## src/rtl/hfvc_pkg.sv

```systemverilog
// ----------------------------------------------------------------------------
// hfvc_pkg
// Shared constants for the height fog vertex coordinate unit: register
// indexes, fixed widths of the scalar registers and fixed-point constants.
// ----------------------------------------------------------------------------
`default_nettype none

package hfvc_pkg;

    // Configuration register indexes
    localparam int CFG_INDEX_W = 3;
    localparam logic [CFG_INDEX_W-1:0] REG_CAMERA_POSITION = 3'd0;
    localparam logic [CFG_INDEX_W-1:0] REG_FOG_UP_VECTOR   = 3'd1;
    localparam logic [CFG_INDEX_W-1:0] REG_VIEW_DIRECTION  = 3'd2;
    localparam logic [CFG_INDEX_W-1:0] REG_FOG_DENSITY     = 3'd3;
    localparam logic [CFG_INDEX_W-1:0] REG_CAMERA_HEIGHT   = 3'd4;

    // Scalar register widths
    localparam int DENSITY_W    = 16;
    localparam int HEIGHT_W     = 20;
    // Q16.4 height moved to the Q.18 scale of depth
    localparam int HEIGHT_SHIFT = 14;

    localparam logic [DENSITY_W-1:0] DENSITY_RESET = 16'd655;

    // Q0.16 attenuation factor; one extra bit holds exactly 1.0
    localparam int FRAC_BITS = 16;
    localparam int F_W       = FRAC_BITS + 1;
    localparam logic [F_W-1:0] F_ONE = 17'h10000;

    // Rounding offset for the Q.32 -> Q.16 steps
    localparam int ROUND_HALF = 1 << (FRAC_BITS - 1);

endpackage

`default_nettype wire

```

## src/rtl/hfvc_cfg_regs.sv

```systemverilog
// ----------------------------------------------------------------------------
// hfvc_cfg_regs
// Configuration register file: camera position, fog plane up vector, view
// direction, fog density and camera height. Write-only port.
// ----------------------------------------------------------------------------
`default_nettype none

module hfvc_cfg_regs
    import hfvc_pkg::*;
#(
    parameter int COORD_BITS = 16,
    localparam int VEC_W     = 3 * COORD_BITS,
    localparam int CFG_W     = (VEC_W > HEIGHT_W) ? VEC_W : HEIGHT_W
)
(
    input  wire logic                   clk,
    input  wire logic                   rst_n,
    input  wire logic                   cfg_wr_en,
    input  wire logic [CFG_INDEX_W-1:0] cfg_index,
    input  wire logic [CFG_W-1:0]       cfg_data,
    output logic [VEC_W-1:0]            camera_position,
    output logic [VEC_W-1:0]            fog_up_vector,
    output logic [VEC_W-1:0]            view_direction,
    output logic [DENSITY_W-1:0]        fog_density,
    output logic [HEIGHT_W-1:0]         camera_height
);

    logic [VEC_W-1:0]     cam_pos_reg;
    logic [VEC_W-1:0]     up_vec_reg;
    logic [VEC_W-1:0]     view_dir_reg;
    logic [DENSITY_W-1:0] density_reg;
    logic [HEIGHT_W-1:0]  height_reg;

    always_ff @(posedge clk or negedge rst_n)
    begin
        if (!rst_n)
        begin
            cam_pos_reg  <= '0;
            up_vec_reg   <= '0;
            view_dir_reg <= '0;
            density_reg  <= DENSITY_RESET;
            height_reg   <= '0;
        end
        else if (cfg_wr_en)
        begin
            case (cfg_index)
                REG_CAMERA_POSITION: cam_pos_reg  <= cfg_data[VEC_W-1:0];
                REG_FOG_UP_VECTOR:   up_vec_reg   <= cfg_data[VEC_W-1:0];
                REG_VIEW_DIRECTION:  view_dir_reg <= cfg_data[VEC_W-1:0];
                REG_FOG_DENSITY:     density_reg  <= cfg_data[DENSITY_W-1:0];
                REG_CAMERA_HEIGHT:   height_reg   <= cfg_data[HEIGHT_W-1:0];
                default:
                begin
                end
            endcase
        end
    end

    assign camera_position = cam_pos_reg;
    assign fog_up_vector   = up_vec_reg;
    assign view_direction  = view_dir_reg;
    assign fog_density     = density_reg;
    assign camera_height   = height_reg;

endmodule

`default_nettype wire

```

## config.mk

```make
export PLATFORM = sky130hd
export DESIGN_NAME = hfvc_cfg_regs
export DESIGN_NICKNAME = d
export VERILOG_FILES = /design/src/rtl/hfvc_pkg.sv /design/src/rtl/hfvc_cfg_regs.sv
export SDC_FILE = /design/constraint.sdc
export NUM_CORES = 1
export LEC_CHECK = 0
export BUFFER_PORTS_ARGS = -buffer_cell sky130_fd_sc_hd__buf_2
export CORE_ASPECT_RATIO = 2
export CORE_MARGIN = 1
export CORE_UTILIZATION = 52
export CTS_BUF_LIST = sky130_fd_sc_hd__clkbuf_8
export DETAILED_ROUTE_END_ITERATION = 6
export PLACE_DENSITY = 0.8
export SYNTH_ARGS = -nofsm -noshare
export SYNTH_HDL_FRONTEND = slang
export SYNTH_SLANG_ARGS = --single-unit
```

## constraint.sdc

```tcl
create_clock -name clk -period 1 [get_ports clk]
set_input_delay 0.1 -clock clk [delete_from_list [all_inputs] [get_ports clk]]
set_output_delay 0.1 -clock clk [all_outputs]
set_load 0.02 [all_outputs]
```

==> summary.txt <==
STA
  – Final setup viols: 201
  – Max frequency: 0.820 GHz
  – RSZ-0062 raised after global routing: yes
  – Fin. max-slew vios: 0
  – Slew headroom: 81.1%
  – Min cycle time layout: 1220 ps
  – Worst slew pin tran: 283 ps
  – Fin. Hold Viols: 0
  – Final critical-path share of the clock period: 122%
  – Worst Skew: 0 ps
  – Setup ws final: -219 ps

Die
  – Die width: 83.6 um
  – Initial Utilization: 53.2%
  – CORE AREA: 13000 sq um
  – Die area: 13800 sq um
  – # rows: 59
  – IO Count: 234
  – Die height: 165 um

Clock network
  – Clk pin slew, worst setup/hold paths: 90 ps
  – Clk sinks: 180
  – CTS tree: built
  – CTS HTree Levels: 4
  – CTS buffer count: 17
  – Clock Latency Late Sink: 440 ps
  – Root Driver: clkbuf_8
  – Clk buf depth: 2

Run
  – Max-Cap Viols: 0

Critical path
  – Top delay family on crit path: flip-flops
  – Crit. End Element: output pin
  – Kind of start point of the critical path: flip-flop
  – Reg2reg setup slack: -80 ps
  – Slowest CP cell: dfstp_2
  – Worst r2r src: fog_up_vector[42]
  – Max FO, Critical Path: 2
  – Arr. time, crit path: 1120 ps
  – FF-to-FF path depth: 3
  – Worst Path Buf+Inv: 1
  – Worst path max stage delay: 550 ps
  – Crit path required time: 900 ps
  – Crit path cell chain: buf_6
  – Worst r2r dst: fog_up_vector[42]
  – Crit Path Category: reg2out

GRT
  – Largest net degree at the start of global routing: 47
  – Vias in the first global route: 5655
  – First-pass GRT wire length: 32.7 mm
  – Overall global routing resource usage: 31.9%
  – Total congestion overflow: 0
  – Initial antenna violation count: 1

Routing
  – Wire length on met2: 13.2 mm
  – Met3 wire len: 1.00 mm
  – Vias: 5159
  – DR vias/cell: 5.34
  – DRC Markers: 0
  – Met1 WL: 7.99 mm
  – Top sig layer: met4
  – DRT iter0 DRCs: 226
  – First drt pass iteration count: 4
  – Post-route antenna net violation count: 0
  – Total Wirelength: 23.4 mm
  – Routed WL per cell: 24.2 um

Yosys
  – Share of the synthesized area in the top cell type: 63.0%
  – Count leader, synth: dfrtp_1
  – Area leader, netlist: dfrtp_1
  – Yosys Warn Count: 0
  – Mapped Nets: 437
  – Top cells by count, synth: dfrtp_1, mux2_2, mux2_4
  – Seq/Total Area, Yosys: 65.2%
  – Avg Inst Size Synth: 18.1 sq um
  – Netlist Area Pre-Place: 6920 sq um
  – Asr flop ratio synth: 100%
  – Post-Syn Instances: 383
  – Register bit total from synthesis: 180
  – Primary FF master, synth: dfrtp_1
  – EDFF count, synth: 0
  – Synth unique cells: 12
  – Synth top area cells: dfrtp_1, mux2_2, mux2_4

Place
  – Port Buffers: 233
  – DPL Wire Length: 11.5 mm
  – Dpl cells: 769
  – DP Area: 8580 sq um
  – Pre-CTS WS: -404 ps
  – GPL Wtd Cong: 0.788

Pwr
  – PD cells: 2240 nW/um^2
  – Max VDD drop: 1.59 mV
  – Sw frac: 32.8%
  – Sw power: 8.48 mW
  – Pint: 17.3 mW
  – Clock share of power: 19.4%
  – Lkg Pwr: 5.57 nW
  – Seq pwr share: 40.0%
  – Comb power frac: 40.7%

Outcome
  – Status: complete, but fails checks
  – Violated checks: setup timing

Layout
  – Area delta synth->final: 66.5%
  – Multi-input logic area: 2410 sq um
  – Layout cells sized above 1: 70.1%
  – Finished Layout Cells: 967
  – Layout fillers: 504
  – Layout Nets: 855
  – Design Area, Final: 11500 sq um
  – Register Area: 4510 sq um

Hold path
  – Worst hold path class: in2async
## layout make-up
cell class              instances  area share (%)
clock buffers                  19            2.27
multi-input cells             185            21.0
flip-flops and latches        180            39.2
repair buffers                417            34.8
diodes                          2          0.0435
well taps                     152            1.65
clock inverters                12            1.11
## state kept, by name, indices dropped and copies added, names as in the netlist
signal / flops
camera_position: 48
fog_up_vector: 48
camera_height: 20
fog_density: 16
view_direction: 48
## per-stage QoR
stage	util (%)	power [mW]	hold WS, ps	setup TNS (ps)
floorplan	-	13.7	-196	-12960
global placement	66.0	16.1	-19.2	-51820
detailed placement	66.0	16.4	-21.2	-55670
CTS	85.0	24.4	76.4	-18290
global route	88.6	26.7	83.8	-25280
finish	88.6	25.8	86.6	-18020
## per-layer routing
metal  vias to the layer above  track usage, %
li1                       2188               -
met1                      2658            33.9
met4                         0            18.3
met5                         -               0
met3                        76            6.51
met2                       237            58.6
## power by group through the flow
stage | registers, mW | clock network [mW] | logic, mW
finish | 10.3 | 5.00 | 10.5
global route | 10.5 | 5.37 | 10.8
CTS | 10.1 | 4.96 | 9.34
detailed placement | 9.88 | 0 | 6.48
global placement | 9.79 | 0 | 6.32
floorplan | 11.9 | 0 | 1.88
## how the worst max path moves through the flow
stage	from	to	cells after the start
after floorplan	cfg_index[0]	camera_position[17]	4
after global placement	cfg_index[0]	camera_position[38]	4
after detailed placement	cfg_index[0]	camera_position[45]	4
after CTS	fog_density[2]	fog_density[2]	1
after global routing	fog_density[2]	fog_density[2]	1
final	fog_density[2]	fog_density[2]	1
## cells by family (layout without fill, tap and decap cells)
kind of cell | after synthesis | in the layout | synth area share (%)
muxes | 180 | 180 | 31.5
DFF | 180 | 180 | 65.2
buffers and inverters | 18 | 448 | 2.19
and+or+nand+nor | 5 | 5 | 1.10
other | 0 | 2 | 0
## layout by cell type, fill, tap and decap left out
cell type and n:
nand4b_2 1, dfstp_2 6, mux2_4 81, buf_2 52, clkinv_2 2, mux2_1 18
nor4b_4 1, buf_12 13, diode_2 2, and4bb_4 2, inv_1 2, mux2_2 81
dfrtp_1 174, dlygate4sd3_1 49, clkbuf_8 19, bufinv_16 2, buf_6 192, and4bb_2 1
buf_4 111, inv_6 4, clkinvlp_4 2
## timing repair
item | in CTS | in global routing
pin swaps | 0 | 1
setup endpoints to repair | 180 | 198
hold buffers | 49 | 0
hold endpoints to repair | 356 | 0
gates resized for setup | 360 | 16
setup buffers | 61 | 57
(Power assumes the default switching activity.)
