`src/rtl/hfvc_pkg.sv`:
```
// ----------------------------------------------------------------------------
// hfvc_pkg
// Shared constants for the height fog vertex coordinate unit: register
// indexes, fixed widths of the scalar registers and fixed-point constants.
// ----------------------------------------------------------------------------
`default_nettype none

package hfvc_pkg;

    // Configuration register indexes
    localparam int CFG_INDEX_W = 3;
    localparam logic [CFG_INDEX_W-1:0] REG_CAMERA_POSITION = 3'd0;
    localparam logic [CFG_INDEX_W-1:0] REG_FOG_UP_VECTOR   = 3'd1;
    localparam logic [CFG_INDEX_W-1:0] REG_VIEW_DIRECTION  = 3'd2;
    localparam logic [CFG_INDEX_W-1:0] REG_FOG_DENSITY     = 3'd3;
    localparam logic [CFG_INDEX_W-1:0] REG_CAMERA_HEIGHT   = 3'd4;

    // Scalar register widths
    localparam int DENSITY_W    = 16;
    localparam int HEIGHT_W     = 20;
    // Q16.4 height moved to the Q.18 scale of depth
    localparam int HEIGHT_SHIFT = 14;

    localparam logic [DENSITY_W-1:0] DENSITY_RESET = 16'd655;

    // Q0.16 attenuation factor; one extra bit holds exactly 1.0
    localparam int FRAC_BITS = 16;
    localparam int F_W       = FRAC_BITS + 1;
    localparam logic [F_W-1:0] F_ONE = 17'h10000;

    // Rounding offset for the Q.32 -> Q.16 steps
    localparam int ROUND_HALF = 1 << (FRAC_BITS - 1);

endpackage

`default_nettype wire

```
`src/rtl/hfvc_frac_div.sv`:
```
// ----------------------------------------------------------------------------
// hfvc_frac_div
// Pipelined restoring divider for a proper fraction rem / den, one quotient
// bit per stage, FRAC_BITS stages. A sideband word travels with each item.
// ----------------------------------------------------------------------------
`default_nettype none

module hfvc_frac_div
    import hfvc_pkg::*;
#(
    parameter int REM_W  = 35,
    parameter int SIDE_W = 54
)
(
    input  wire logic                 clk,
    input  wire logic                 rst_n,
    input  wire logic                 in_valid,
    output logic                      in_ready,
    input  wire logic [REM_W-1:0]     in_rem,
    input  wire logic [REM_W-1:0]     in_den,
    input  wire logic [SIDE_W-1:0]    in_side,
    output logic                      out_valid,
    input  wire logic                 out_ready,
    output logic [FRAC_BITS-1:0]      quot,
    output logic [SIDE_W-1:0]         out_side
);

    localparam int NSTAGE = FRAC_BITS;

    logic [REM_W-1:0]     rem_reg  [NSTAGE];
    logic [REM_W-1:0]     den_reg  [NSTAGE];
    logic [FRAC_BITS-1:0] q_reg    [NSTAGE];
    logic [SIDE_W-1:0]    side_reg [NSTAGE];
    logic [NSTAGE-1:0]    valid_reg;
    logic [NSTAGE:0]      adv;

    assign adv[NSTAGE] = out_ready;
    assign in_ready    = adv[0];

    for (genvar k = 0; k < NSTAGE; k++)
    begin : g_stage
        logic [REM_W-1:0]     rem_in;
        logic [REM_W-1:0]     den_in;
        logic [FRAC_BITS-1:0] q_in;
        logic [SIDE_W-1:0]    side_in;
        logic                 valid_in;
        logic [REM_W:0]       shifted;
        logic [REM_W:0]       reduced;
        logic                 ge;

        if (k == 0)
        begin : g_first
            assign rem_in   = in_rem;
            assign den_in   = in_den;
            assign q_in     = '0;
            assign side_in  = in_side;
            assign valid_in = in_valid;
        end
        else
        begin : g_next
            assign rem_in   = rem_reg[k-1];
            assign den_in   = den_reg[k-1];
            assign q_in     = q_reg[k-1];
            assign side_in  = side_reg[k-1];
            assign valid_in = valid_reg[k-1];
        end

        assign adv[k]  = !valid_reg[k] || adv[k+1];
        assign shifted = {rem_in, 1'b0};
        assign ge      = shifted >= {1'b0, den_in};
        assign reduced = ge ? (shifted - {1'b0, den_in}) : shifted;

        always_ff @(posedge clk or negedge rst_n)
        begin
            if (!rst_n)
                valid_reg[k] <= 1'b0;
            else if (adv[k])
                valid_reg[k] <= valid_in;
        end

        always_ff @(posedge clk)
        begin
            if (adv[k])
            begin
                // remainder stays below den, so the top bit is always zero
                rem_reg[k]  <= reduced[REM_W-1:0];
                den_reg[k]  <= den_in;
                q_reg[k]    <= {q_in[FRAC_BITS-2:0], ge};
                side_reg[k] <= side_in;
            end
        end
    end

    assign out_valid = valid_reg[NSTAGE-1];
    assign quot      = q_reg[NSTAGE-1];
    assign out_side  = side_reg[NSTAGE-1];

endmodule

`default_nettype wire

```
`config.mk`:
```
export PLATFORM = sky130hd
export DESIGN_NAME = hfvc_frac_div
export DESIGN_NICKNAME = d
export VERILOG_FILES = /design/src/rtl/hfvc_pkg.sv /design/src/rtl/hfvc_frac_div.sv
export SDC_FILE = /design/constraint.sdc
export NUM_CORES = 2
export LEC_CHECK = 0
export BUFFER_PORTS_ARGS = -buffer_cell sky130_fd_sc_hd__buf_4
export CORE_MARGIN = 2
export CORE_UTILIZATION = 67
export DETAILED_ROUTE_END_ITERATION = 16
export PLACE_DENSITY = 0.9
export SYNTH_ARGS = -nofsm -noshare
export SYNTH_HDL_FRONTEND = slang
export SYNTH_SLANG_ARGS = --single-unit
```
`constraint.sdc`:
```
create_clock -name clk -period 25.9 [get_ports clk]
set_input_delay 2.59 -clock clk [delete_from_list [all_inputs] [get_ports clk]]
set_output_delay 2.59 -clock clk [all_outputs]
set_load 0.005 [all_outputs]
```
==> results.json <==
{
  "whs_path_depth": 0,
  "grtUsageMet1_pct": 32.9,
  "cts_buffers": 195,
  "cts.clk_slew.worst_paths_ns": 0.08,
  "use_met2_pct": 57.1,
  "grt_max_degree": 103,
  "grt_usage_pct": 31.9,
  "ant_nets": 0,
  "yosysWarnings": 0,
  "cpMostUsedCell": "buf_4",
  "hpwl_um": 155000,
  "wl_um": 233000,
  "clock_latency_ns": 0.88,
  "pwr_density_cell_nw_per_um2": 136,
  "skew_ns": 0.0737,
  "min_path_type": "reg2reg",
  "finalHoldViolations": 0,
  "final_cell_mix": "2050 x edfxtp_1, 690 x inv_1, 605 x a21oi_1, 559 x ha_1, 390 x nor2_1",
  "cp_slowest_cell": "nand4_1",
  "fin_setup_tns_ns": 0,
  "rsz0062_at_grt": "false",
  "io_buffers": 199,
  "drc": 0,
  "cts_root_buf": "clkbuf_16",
  "start_util_pct": 67.5,
  "slew_headroom_pct": 15.7,
  "syn_to_final_growth_pct": 10.5,
  "worst_slew_pin_slew_ns": 1.27,
  "largest_reg_flops": 864,
  "ys_seq_area_share_pct": 64.0,
  "yosys-top-cells-area": "edfxtp_1 64%, ha_1 7.2%, a21oi_1 3.1%, inv_1 2.7%, mux2_2 2.7%",
  "critPathKind": "in2out",
  "synth_flop_cell": "edfxtp_1",
  "syn_area_um2": 96800,
  "rows": 139,
  "drt_iter0_markers": 6546,
  "viasPerCell": 6.30,
  "period_needed_ns": 10.07,
  "fillers": 8334,
  "cts_sinks": 2066,
  "run_status": "finished, final reports clean",
  "drive_gt1_share_pct": 11.3,
  "cap_violations": 0,
  "cts_tree": "done",
  "antenna_found_initial": 6,
  "path_cells": "buf_4 > nor2b_1 > nand2_4 > buf_4 > nor2_1 > and2_1 > and3_1 > and3_1 > nand3_4 > buf_4 > nor2_1 > nand4_1 > buf_4",
  "multiInputGateArea_um2": 31800,
  "die-area_um2": 148000,
  "core-area_um2": 143000,
  "setup_viol": 0,
  "clk_path_buf_depth": 3,
  "postLayoutCellArea_um2": 107000,
  "overflow": 0,
  "syn_avg_cell_area_um2": 13.3,
  "crit_arrival_ns": 7.48,
  "chipHeight_um": 384,
  "ioPinCount": 200,
  "async_flop_share_pct": 0.774,
  "die_x_um": 384,
  "drv_slew": 0,
  "ys_ff_latch": 2066,
  "vias": 60700,
  "synth_edf_count": 2050,
  "grt_pass1_wl_um": 356000,
  "worst_setup_path_end_kind": "output pin",
  "peakVddDrop_mv": 0.129,
  "hold_buffers": 0,
  "cp-start-kind": "primary input",
  "p_leak_uw": 0.0436,
  "yosys.area.top_type": "edfxtp_1",
  "synth_top_area_share_pct": 63.6,
  "max_freq_mhz": 99.3,
  "gr-usage-met3_pct": 5.76,
  "busiest_layer": "met2",
  "critPathRequiredTime_ns": 23.31,
  "crit_fanout": 72,
  "drt-wirelength-per-cell_um": 24.2,
  "timing.reg2reg.worst_path_depth": 13,
  "synthDistinctLibCells": 93,
  "gp_congestion": 1.03,
  "ff_latch_area_um2": 62000,
  "cts_resized": 0,
  "first_global_vias": 62300,
  "synthCells": 7270,
  "critPathMaxStageDelay_ns": 0.68,
  "period_share_pct": 38.9,
  "syn_nets": 7972,
  "nNetsFinal": 8268,
  "htree_levels": 4,
  "post_cts_buffers": 0,
  "drt_pass1_iterations": 9,
  "place_area_um2": 101000,
  "final_common_cell": "edfxtp_1"
}
## routing by layer
| metal | up-vias | share of wire, % |
|---|---|---|
| li1 | 27500 | - |
| met1 | 28800 | 32 |
| met2 | 3268 | 52 |
| met3 | 1096 | 6.7 |
| met4 | 8 | 9.1 |
| met5 | - | 0.024 |
## final timing paths
kind / start / slack, ns / endpoint
min reg2reg: side_reg[0][39] / 0.39 / side_reg[0][93]
min: side_reg[0][39] / 0.39 / side_reg[0][93]
max: out_ready / 15.83 / in_ready
min in group asynchronous: rst_n / 1.65 / g_stage[1].valid_in
max reg2reg: out_valid / 19.80 / side_reg[0][30]
max in group asynchronous: rst_n / 23.98 / g_stage[4].valid_in
## kinds of logic (layout without fill, tap and decap cells)
logic type      after synthesis  count (layout)  synth area share [%]
flops                      2066            2066                  64.0
compound gates             1729            1729                  11.2
simple gates               1332            1332                  6.54
buf+inv                     839            1300                  3.36
fa+ha+maj                   574             574                  7.53
xor+xnor                    459             459                  4.15
mux                         271             271                  3.23
other cells                   0               2                     0
## Yosys cell counts, types with 14 or more instances
cell and n:
clkbuf_1 107, a211oi_1 38, xor2_1 171, and2_1 26, o21a_1 56, nor2_1 390
a21o_1 272, a31oi_1 62, o21ai_0 357, a21boi_0 15, dfrtp_1 16, o31a_1 22
o21bai_1 50, and3_1 42, or2_2 30, inv_1 696, nor3_1 70, xnor2_1 288
mux2_2 231, mux2_4 26, o211ai_1 42, a21oi_1 605, ha_1 559, and4_1 17
a211o_1 15, nand2b_1 89, nand4_1 77, o31ai_1 22, mux2i_1 14, buf_2 21
edfxtp_1 2050, nand2_1 357, fa_1 15, nor2b_1 72, nand3_1 111
## per-stage QoR
step	worst slack [ns]	utilization, %	std cells	power, µW	hold slack [ns]
finish	15.83	74.6	9636	14500	0.391
detailed placement	15.78	70.1	9272	11300	0.405
CTS	15.79	74.5	9634	14400	0.381
global placement	15.87	70.1	9272	11000	0.401
global route	15.55	74.5	9634	15200	0.399
floorplan	8.99	-	7270	9710	0.400
## critical path: cells and delay by family
family	cells	cell delay, ns
and+or+nand+nor	9	3.62
buffers and inverters	4	1.26
## power breakdown
part | internal (µW) | switching (µW)
Clock | 1570 | 1280
Combinational | 2460 | 3600
Sequential | 5050 | 562
Total | 9090 | 5440
## area by class of cell
class,count,area share [%]
sequential,2066,57.9
clock buffer,231,4.72
inverter,697,2.46
antenna,2,0.00468
tap,1903,2.23
clock inverter,131,1.25
timing repair buffer,241,1.70
multi-input combinational,4365,29.7
Power figures use the tool's default switching activity.
